`config.mk`:
```
export PLATFORM = sky130hd
export DESIGN_NAME = irc_cmdq
export DESIGN_NICKNAME = d
export VERILOG_FILES = /design/src/hw/rtl/irc_pkg.sv /design/src/hw/rtl/irc_cmdq.sv
export SDC_FILE = /design/constraint.sdc
export NUM_CORES = 1
export LEC_CHECK = 0
export ABC_AREA = 1
export BUFFER_PORTS_ARGS = -buffer_cell sky130_fd_sc_hd__buf_2
export CAP_MARGIN = 10
export CELL_PAD_IN_SITES_DETAIL_PLACEMENT = 1
export CELL_PAD_IN_SITES_GLOBAL_PLACEMENT = 2
export CORE_ASPECT_RATIO = 1.4
export CORE_UTILIZATION = 38
export DETAILED_ROUTE_END_ITERATION = 8
export HOLD_SLACK_MARGIN = 0.12
export PLACE_DENSITY_LB_ADDON = 0.1
export SLEW_MARGIN = 10
export SYNTH_ARGS = -nofsm -noshare
export SYNTH_HDL_FRONTEND = slang
export SYNTH_SLANG_ARGS = --single-unit
```
`constraint.sdc`:
```
create_clock -name clk -period 3.55 [get_ports clk]
set_input_delay 0.355 -clock clk [delete_from_list [all_inputs] [get_ports clk]]
set_output_delay 0.355 -clock clk [all_outputs]
set_load 0.05 [all_outputs]
```
`src/hw/rtl/irc_pkg.sv`:
```
`default_nettype none
package irc_pkg;

  // Default sizes
  localparam int MAX_HOSTS_DEF        = 256;
  localparam int MAX_PACKET_BYTES_DEF = 1024;

  // Request codes
  typedef enum logic [1:0] {
    OP_ADD   = 2'd0,
    OP_BYTE  = 2'd1,
    OP_MARK  = 2'd2,
    OP_QUERY = 2'd3
  } op_t;

  // Host reply status codes
  typedef enum logic [2:0] {
    ST_NO_REPLY    = 3'd0,
    ST_OK          = 3'd1,
    ST_TTL         = 3'd2,
    ST_UNREACH     = 3'd3,
    ST_BAD         = 3'd4,
    ST_SEND_FAILED = 3'd5,
    ST_UNKNOWN     = 3'd6
  } status_t;

  // ICMP type bytes
  localparam logic [7:0] TYPE_ECHO_REPLY = 8'd0;
  localparam logic [7:0] TYPE_UNREACH    = 8'd3;
  localparam logic [7:0] TYPE_ECHO_REQ   = 8'd8;
  localparam logic [7:0] TYPE_TTL        = 8'd11;

  // Offsets relative to the IPv4 header length
  localparam int ICMP_HDR_LEN   = 8;
  localparam int EMB_MIN_LEN    = 36;
  localparam int EMB_ADDR_FIRST = 24;
  localparam int EMB_ADDR_LAST  = 27;

  localparam int PEND_W = 9;

  // Classified request from front to back
  typedef struct packed {
    op_t         op;
    logic [31:0] addr;
    status_t     cls;
    logic [7:0]  raw;
    logic        echo;
  } cmd_t;

  // Result record
  typedef struct packed {
    status_t           status;
    logic [7:0]        raw;
    logic [31:0]       target;
    logic              matched;
    logic              changed;
    logic [PEND_W-1:0] pending;
    logic              all;
    logic              rejected;
  } res_t;

  typedef enum logic [1:0] {
    BK_IDLE,
    BK_READ,
    BK_CMP,
    BK_DONE
  } bk_state_t;

  function automatic status_t type_class(input logic [7:0] t);
    status_t s;
    s = ST_UNKNOWN;
    if (t == TYPE_ECHO_REPLY) s = ST_OK;
    else if (t == TYPE_UNREACH) s = ST_UNREACH;
    else if (t == TYPE_TTL) s = ST_TTL;
    return s;
  endfunction

endpackage
`default_nettype wire

```
`src/hw/rtl/irc_cmdq.sv`:
```
`default_nettype none
module irc_cmdq
  import irc_pkg::*;
(
  input  wire logic clk,
  input  wire logic rst_n,
  input  wire logic push,
  input  wire cmd_t push_data,
  input  wire logic pop,
  output logic      full,
  output logic      empty,
  output cmd_t      head
);

  cmd_t       mem_r [2];
  logic       wr_ptr_r, rd_ptr_r;
  logic [1:0] cnt_r;

  assign full  = (cnt_r == 2'd2);
  assign empty = (cnt_r == 2'd0);
  assign head  = mem_r[rd_ptr_r];

  // Two-entry request queue
  always_ff @(posedge clk) begin
    if (!rst_n) begin
      wr_ptr_r <= 1'b0;
      rd_ptr_r <= 1'b0;
      cnt_r    <= 2'd0;
    end else begin
      if (push) wr_ptr_r <= ~wr_ptr_r;
      if (pop)  rd_ptr_r <= ~rd_ptr_r;
      cnt_r <= cnt_r + 2'(push) - 2'(pop);
    end
  end

  always_ff @(posedge clk) begin
    if (push) mem_r[wr_ptr_r] <= push_data;
  end

endmodule
`default_nettype wire

```
==> results_dict.tcl <==
set metrics [dict create \
    hpwlAfterDp_um 4100 \
    grt_pass1_vias 1957 \
    avgSynthCellArea_sq_um 21.3 \
    clk_pin_slew_ps 60 \
    worst_pin_slew_ps 1020 \
    status "complete, no violations" \
    fin_crit_sh_pct 66.6 \
    vias_per_cell 4.40 \
    swShare_pct 25.2 \
    holdBufCountCts 0 \
    syn-num-nets 228 \
    dr_total_vias 1833 \
    setup_tns_ps 0 \
    die-area_sq_um 10300 \
    cts_tree "done" \
    r2r_cells 2 \
    synth_cell_type_count 12 \
    clkPwrFrac_pct 36.4 \
    cts-resized-gates 0 \
    drive_above_1_share_pct 57.2 \
    ys_seq_area_share_pct 76.4 \
    grt_antenna_before_repair 0 \
    start_util_pct 39.4 \
    clock_path_buffers 2 \
    cp-start-kind "flop" \
    regToRegStartpoint "wr_ptr_r" \
    hold_viol 0 \
    clock_sinks 97 \
    nets 333 \
    cts_made_buffers 9 \
    grt_pass1_wl_um 9680 \
    rsz0062_at_grt "false" \
    critPathCapture "head[36]" \
    htreeDepth 3 \
    dr.pass1.iters 4 \
    p_int_uw 2080 \
    track_usage_pct 13.2 \
    final-setup-viol-count 0 \
    dr.first_iter.drc_count 59 \
    skew_ps 3.05 \
    gp_congestion 0.660 \
    postSynthCellCount 176 \
    final.min_clock_period_ps 2370 \
    max_freq_mhz 423 \
    ys_ff_latch 97 \
    maxCapViolations 0 \
    numPortBuffers 97 \
    power_frac_seq_pct 48.6 \
    relSlewSlack_pct 31.9 \
    syn_area_sq_um 3750 \
    power.switching_uw 701 \
    wl_um 6170 \
    syn_to_final_growth_pct 24.3 \
    ioPinCount 98 \
    p_leak_uw 0.00188 \
    critPathRequiredTime_ps 3190 \
    dieHeight_um 120 \
    post-synth-top-area-fraction_pct 73.7 \
    comb_power_share_pct 15.0 \
    grt_max_degree 47 \
    reg2reg_slack_ps 1920 \
    grt_overflow 0 \
    die_w_um 85.9 \
    num_antenna_cells 0 \
    power-per-cell-area_nw_per_um2 596 \
    drv_slew 0 \
    crit_type "flop to output port" \
    wl_per_cell_um 14.8 \
    final_util_pct 49.0 \
    ant_nets 0 \
    cp-end-kind "output port" \
    synthTopCellsByArea "edfxtp_1, mux2_4, dfxtp_1" \
    yosysTopAreaCell "edfxtp_1" \
    rows 42 \
    post-cts-setup-buffers 0 \
    drc 0 \
    root_buffer "clkbuf_16" \
    core_area_sq_um 9510 \
    crit_fanout 24 \
    vdd_drop_max_mv 0.313 \
    clk_latency_ps 340 \
    ys_warn_count 0 \
    worstPathArrival_ps 2010 \
    rr_endpoint "mem_r[1][6]" \
    hold_path_class "input pin to flop" \
]
==> critical path, cell delays in order (launching register included) <==
cell     delay [ps]
dfxtp_2         830
buf_12          300
mux2_4          320
buf_2           210
==> cell type report <==
cell class	count	area (sq um)
Clock buffer	9	225
Clock inverter	6	91.3
Fill cell	936	4850
Inverter	7	26.3
Multi-Input combinational cell	67	774
Sequential cell	97	2860
Tap cell	132	165
Timing Repair Buffer	99	513
==> cells in the mapped netlist (all sizes together) <==
master and instances:
edfxtp 92, mux2 46, nor2 9, nand2 8, inv 7, buf 5, dfxtp 5, ha 2
a21oi 1, nand3 1
==> stage by stage <==
step / cell area [sq um] / cells / hold slack, ps / power, uW / setup WS, ps
6_report: 4660 / 417 / 201 / 2780 / 1180
3_5_place_dp: 4340 / 402 / 497 / 1800 / 1500
3_3_place_gp: 4340 / 402 / 482 / 1790 / 1500
4_1_cts: 4660 / 417 / 184 / 2820 / 1120
2_1_floorplan: 3750 / 176 / 448 / 1710 / 771
5_1_grt: 4660 / 417 / 187 / 2880 / 1070
==> logic make-up after synthesis <==
group | synth area share (%)
muxes | 17.8
DFF | 76.4
buffers and inverters | 3.14
adders and majority gates | 0.668
and+or+nand+nor | 1.84
AOI/OAI and AO/OA | 0.133
==> layout by cell type (no fill, tap or decap) <==
| master | synthesis | layout |
|---|---|---|
| mux2_2 | 6 | 6 |
| edfxtp_1 | 92 | 92 |
| nand3_1 | 1 | 1 |
| buf_2 | 0 | 97 |
| clkinv_4 | 0 | 1 |
| nor2_1 | 9 | 8 |
| buf_4 | 0 | 1 |
| nor2_4 | 0 | 1 |
| a21oi_1 | 1 | 1 |
| inv_6 | 0 | 2 |
| dfxtp_2 | 0 | 1 |
| clkinv_2 | 0 | 1 |
| mux2_4 | 40 | 40 |
| dfxtp_1 | 5 | 4 |
| inv_1 | 7 | 6 |
| buf_12 | 4 | 1 |
| bufinv_16 | 0 | 2 |
| nand2_1 | 8 | 8 |
| clkbuf_16 | 0 | 9 |
| inv_2 | 0 | 1 |
| ha_1 | 2 | 2 |
==> state kept, by name, indices dropped and copies added, names as in the netlist, named ones only <==
signal,count
cnt_r,2
wr_ptr_r,1
rd_ptr_r,1
mem_r,92
==> power groups by stage <==
stage	sequential [uW]	clock (uW)	combinational [uW]
after floorplan	1360	0	344
after global placement	1370	0	419
after detailed placement	1380	0	423
after CTS	1350	1050	423
after global routing	1360	1080	443
final	1350	1010	416
==> per-layer routing <==
metal  track usage [%]  share of wire, %
met5                 0                 0
met4              6.77               2.2
met2              21.9                52
met3              5.57               7.8
met1              14.1                38
==> worst min path at each step <==
stage                             from          end  cells after the start
after global routing      push_data[3]  mem_r[0][3]                      1
after CTS                 push_data[2]  mem_r[1][2]                      1
after detailed placement      rd_ptr_r         flop                      2
final                     push_data[4]  mem_r[1][4]                      1
after global placement        rd_ptr_r     rd_ptr_r                      2
after floorplan                  rst_n     cnt_r[0]                      2
No activity file was read; power rests on OpenSTA's default activity.
