==> src/hw/rtl/irc_pkg.sv <==
`default_nettype none
package irc_pkg;

  // Default sizes
  localparam int MAX_HOSTS_DEF        = 256;
  localparam int MAX_PACKET_BYTES_DEF = 1024;

  // Request codes
  typedef enum logic [1:0] {
    OP_ADD   = 2'd0,
    OP_BYTE  = 2'd1,
    OP_MARK  = 2'd2,
    OP_QUERY = 2'd3
  } op_t;

  // Host reply status codes
  typedef enum logic [2:0] {
    ST_NO_REPLY    = 3'd0,
    ST_OK          = 3'd1,
    ST_TTL         = 3'd2,
    ST_UNREACH     = 3'd3,
    ST_BAD         = 3'd4,
    ST_SEND_FAILED = 3'd5,
    ST_UNKNOWN     = 3'd6
  } status_t;

  // ICMP type bytes
  localparam logic [7:0] TYPE_ECHO_REPLY = 8'd0;
  localparam logic [7:0] TYPE_UNREACH    = 8'd3;
  localparam logic [7:0] TYPE_ECHO_REQ   = 8'd8;
  localparam logic [7:0] TYPE_TTL        = 8'd11;

  // Offsets relative to the IPv4 header length
  localparam int ICMP_HDR_LEN   = 8;
  localparam int EMB_MIN_LEN    = 36;
  localparam int EMB_ADDR_FIRST = 24;
  localparam int EMB_ADDR_LAST  = 27;

  localparam int PEND_W = 9;

  // Classified request from front to back
  typedef struct packed {
    op_t         op;
    logic [31:0] addr;
    status_t     cls;
    logic [7:0]  raw;
    logic        echo;
  } cmd_t;

  // Result record
  typedef struct packed {
    status_t           status;
    logic [7:0]        raw;
    logic [31:0]       target;
    logic              matched;
    logic              changed;
    logic [PEND_W-1:0] pending;
    logic              all;
    logic              rejected;
  } res_t;

  typedef enum logic [1:0] {
    BK_IDLE,
    BK_READ,
    BK_CMP,
    BK_DONE
  } bk_state_t;

  function automatic status_t type_class(input logic [7:0] t);
    status_t s;
    s = ST_UNKNOWN;
    if (t == TYPE_ECHO_REPLY) s = ST_OK;
    else if (t == TYPE_UNREACH) s = ST_UNREACH;
    else if (t == TYPE_TTL) s = ST_TTL;
    return s;
  endfunction

endpackage
`default_nettype wire

==> src/hw/rtl/irc_front.sv <==
`default_nettype none
module irc_front
  import irc_pkg::*;
#(
  parameter int MAX_PACKET_BYTES = MAX_PACKET_BYTES_DEF
) (
  input  wire logic        clk,
  input  wire logic        rst_n,
  input  wire logic        acc,
  input  wire logic [1:0]  op,
  input  wire logic [7:0]  data_byte,
  input  wire logic        last_byte,
  input  wire logic [31:0] sender_addr,
  input  wire logic [31:0] host_addr,
  output logic             cmd_valid,
  output cmd_t             cmd
);

  localparam int PW = $clog2(MAX_PACKET_BYTES + 1);
  localparam int XW = (PW > 7) ? PW + 1 : 8;

  logic [PW-1:0] pos_r;
  logic [5:0]    hl_r;
  logic [7:0]    type_r;
  logic [31:0]   emb_r;

  logic [5:0]    hl_cur;
  logic [7:0]    type_base, type_nxt;
  logic [31:0]   emb_base, emb_nxt;
  logic          in_range;
  logic [PW-1:0] cnt;
  logic [XW-1:0] pos_x, hl_x, cnt_x;
  logic          is_byte;
  status_t       cls;
  logic [31:0]   tgt;

  assign is_byte = (op_t'(op) == OP_BYTE);

  // Header assembly for the current byte
  always_comb begin
    hl_cur    = (pos_r == '0) ? {data_byte[3:0], 2'b00} : hl_r;
    type_base = (pos_r == '0) ? 8'd0 : type_r;
    emb_base  = (pos_r == '0) ? 32'd0 : emb_r;
    in_range  = (pos_r < PW'(MAX_PACKET_BYTES));
    pos_x     = XW'(pos_r);
    hl_x      = XW'(hl_cur);
    cnt       = in_range ? pos_r + PW'(1) : pos_r;
    cnt_x     = XW'(cnt);
    type_nxt  = (in_range && pos_x == hl_x) ? data_byte : type_base;
    emb_nxt   = (in_range && pos_x >= hl_x + XW'(EMB_ADDR_FIRST)
                 && pos_x <= hl_x + XW'(EMB_ADDR_LAST))
                ? {emb_base[23:0], data_byte} : emb_base;
  end

  // Packet classification on the last byte
  always_comb begin
    tgt = sender_addr;
    if (cnt_x >= hl_x + XW'(ICMP_HDR_LEN)) begin
      cls = type_class(type_nxt);
      if (type_nxt == TYPE_UNREACH || type_nxt == TYPE_TTL) begin
        if (cnt_x >= hl_x + XW'(EMB_MIN_LEN)) tgt = emb_nxt;
        else cls = ST_BAD;
      end
    end else begin
      cls = ST_BAD;
    end
  end

  // Request to the back end
  always_comb begin
    cmd_valid = acc && (!is_byte || last_byte);
    cmd.op    = op_t'(op);
    if (is_byte) begin
      cmd.addr = tgt;
      cmd.cls  = cls;
      cmd.raw  = type_nxt;
      cmd.echo = (cls != ST_BAD) && (type_nxt == TYPE_ECHO_REQ);
    end else begin
      cmd.addr = host_addr;
      cmd.cls  = ST_NO_REPLY;
      cmd.raw  = 8'd0;
      cmd.echo = 1'b0;
    end
  end

  // Byte position and packet state
  always_ff @(posedge clk) begin
    if (!rst_n) begin
      pos_r <= '0;
    end else if (acc && is_byte) begin
      pos_r <= last_byte ? '0 : cnt;
    end
  end

  always_ff @(posedge clk) begin
    if (acc && is_byte) begin
      hl_r   <= hl_cur;
      type_r <= type_nxt;
      emb_r  <= emb_nxt;
    end
  end

endmodule
`default_nettype wire

==> config.mk <==
export PLATFORM = sky130hd
export DESIGN_NAME = irc_front
export DESIGN_NICKNAME = d
export VERILOG_FILES = /design/src/hw/rtl/irc_pkg.sv /design/src/hw/rtl/irc_front.sv
export SDC_FILE = /design/constraint.sdc
export NUM_CORES = 1
export LEC_CHECK = 0
export BUFFER_PORTS_ARGS = -buffer_cell sky130_fd_sc_hd__buf_2
export CORE_MARGIN = 4
export CORE_UTILIZATION = 58
export CTS_BUF_LIST = sky130_fd_sc_hd__clkbuf_8 sky130_fd_sc_hd__clkbuf_16
export CTS_CLUSTER_DIAMETER = 50
export DETAILED_ROUTE_END_ITERATION = 6
export PLACE_DENSITY = 0.93
export SLEW_MARGIN = 5
export SYNTH_ARGS = -nofsm -noshare
export SYNTH_HDL_FRONTEND = slang
export SYNTH_SLANG_ARGS = --single-unit
==> constraint.sdc <==
create_clock -name clk -period 17.5 [get_ports clk]
set_input_delay 5.25 -clock clk [delete_from_list [all_inputs] [get_ports clk]]
set_output_delay 5.25 -clock clk [all_outputs]
set_load 0.05 [all_outputs]
==> metrics <==
status completed; Pleak 2.52 nW; Layout Utilization between 60 and 70%; reg-to-reg startpoint pos_r[10]$_SDFFE_PN0P_; # H-tree levels 3; GR Overflow Total 0; vias per std cell 6.13; first-pass GRT wire length 20.9 mm; CP Cell Sequence buf_2 -> a21oi_1 -> inv_2 -> o21ai_1 -> nand3_1 -> xnor2_1 -> ha_1 -> nand2_1 -> nor3_1 -> o21bai_1 -> o311a_1 -> buf_4 -> nand2_1 -> a31o_2 -> mux2i_1 -> o21ai_1 -> buf_2; CTS max path bufs 2; Least-Margin Pin Slew ~1.2 ns; number of setup buffers added after CTS 0; CTS root buffer clkbuf_8; Crit Path Max Fanout 31; CTS Buf Count 9; DRT iter0 DRCs roughly 400; Worst R2R Path Depth 14; ant diodes 0; final hold vios 0; vias in the first global route ~4.6k; Ports between 100 and 150; Clock Sinks 57; period utilization 82.8%; IO buf count 124; Critical Path RT 12.25 ns; R2R Setup Slk about 12 ns; VDD IR-drop max around 0.000044 V; clk slew on worst S/H paths approximately 0.060 ns; Die Span Y 96.9 µm; Hold-fix buffers, CTS 0; Crit-path slowest cell a21oi_1; # setup viols final 0; largest area contributor in the netlist edfxtp_1; DRC violation count after routing 0; Worst setup SP type primary input; Die Wd about 97 µm; CTS resizes 0; CP Launch Point data_byte[0]; Final Max Tran Viols 0; DR WL/cell 16.9 µm; RSZ-0062 raised after global routing no; initial antenna violation count 0; gpl congestion 0.927; final setup TNS 0 ns; CP endpoint kind primary output; crit-path max cell delay around 0.60 ns; syn avg cell area roughly 8.5 µm²; Max Freq between 60 and 70 MHz; # Max-Cap Violations 0; wirelength, routed approximately 13 mm; Rel. slew slack 21.6%; RR Endpoint emb_r[0]$_DFFE_PP_; sequential share of the synthesized area 35.0%; Setup CP Type primary input to primary output; gr usage total a little over a quarter; Worst Path Arrival about 9.2 ns; largest net degree at the start of global routing roughly 70; Post-Synthesis Cells ~540; kind of cell adding the most delay to the critical path compound AO/OA/AOI/OAI gates; Post-Syn Area 4580 µm²; detailed placement HPWL roughly 9.4 mm; Period minus WS final approximately 14 ns; HP Class flip-flop to flip-flop; Ys Warns 0; top area cells in the synthesized netlist edfxtp_1, mux2i_1, ha_1; WP depth 17; total power 0.000338 W; final hold slack ~0.59 ns; Pre-antenna DRT Iters 6; CP Buf/Inv Count 4; Final ANT Viol Nets 0; FP Rows 32; Critical Path End cmd[15]; core area roughly 7700 µm²; Commonest cells post-synth nand2_1, o21ai_1, edfxtp_1; die area approximately 9400 µm²; hold path start pos_r[8]$_SDFFE_PN0P_; pwr dens 62.8 nW/µm²; top-area cell type share of the netlist area a little under a third; async set or reset register ratio after synthesis 0%; fin nets approximately 750; ratio of cells with drive above 1 in the final layout between 20% and 30%; CTS tree yes; Yosys reg bits 57; Post-Syn Nets between 600 and 700; area grow syn2layout 17.3%; Setup Skew a little over 0.01 ns; Starting Density around three fifths; top_reg_cell synth edfxtp_1; Distinct cells, synth 54; vias 4584; Post-synth EDFFs between 40 and 50; Worst-Skew Late Latency about 0.34 ns; top-count cell post-synth nand2_1
power by group:
group          leakage [nW]  switching [W]  internal, W  total [W]
clock                0.0860      0.0000549    0.0000496   0.000105
combinational          1.91      0.0000572    0.0000253  0.0000824
sequential            0.523     0.00000153     0.000149   0.000151
layer usage:
metal  track usage (%)  wire [µm]  vias up
li1                  -          -     2177
met1              32.1       4960     2115
met2              46.6       6450      247
met3              5.19        876       45
met4              11.2        352        0
met5                 0          0        -
layout make-up:
class                           count  area (µm²)
Timing Repair Buffer              130         666
Clock buffer                        9         124
Inverter                           23        86.3
Sequential cell                    57        1600
Tap cell                          102         128
Multi-Input combinational cell    420        2730
Fill cell                         579        2310
Clock inverter                      7        38.8
sequential cells by signal, indices dropped and copies added (netlist names):
register	flops
type_r	8
emb_r	32
pos_r	11
hl_r	6
layout by cell type, fill, tap and decap left out, drive strengths merged, types with 9 or more instances in the layout:
cell type    n
xnor2       15
ha          27
nand3       35
nor2        29
buf        130
clkbuf       9
o21ai       72
dfxtp       11
nand2       65
edfxtp      46
a21oi       41
and3        10
inv         23
mux2i       37
and2         9
cells by family (layout without fill, tap and decap cells):
family,after synthesis,in the layout,share of synthesized area [%]
compound gates,156,156,20.9
xor+xnor,17,17,3.25
fa+ha+maj,27,27,7.38
buf+inv,59,169,5.63
flops,57,57,35.0
mux,38,38,8.33
simple gates,182,182,19.6
tightest hold or removal path: stages (launching register included):
cell	delay, ns
dfxtp_1	0.37
o21ai_0	0.10
a21oi_1	0.07
worst min path at each step:
stage / to / cells past startpoint
6_report: pos_r[8]$_SDFFE_PN0P_ / 2
5_1_grt: pos_r[8]$_SDFFE_PN0P_ / 2
4_1_cts: pos_r[8]$_SDFFE_PN0P_ / 2
3_5_place_dp: pos_r[8]$_SDFFE_PN0P_ / 2
3_3_place_gp: pos_r[8]$_SDFFE_PN0P_ / 2
2_1_floorplan: pos_r[1]$_SDFFE_PN0P_ / 2
through the flow:
step | instance area [µm²] | cells | setup WS, ns
floorplan | 4580 | 536 | 3.15
global placement | 5210 | 732 | 3.32
detailed placement | 5210 | 732 | 3.11
CTS | 5370 | 748 | 3.06
global route | 5370 | 748 | 2.66
finish | 5370 | 748 | 3.02
Note: power is estimated with default switching activity, not from simulation.
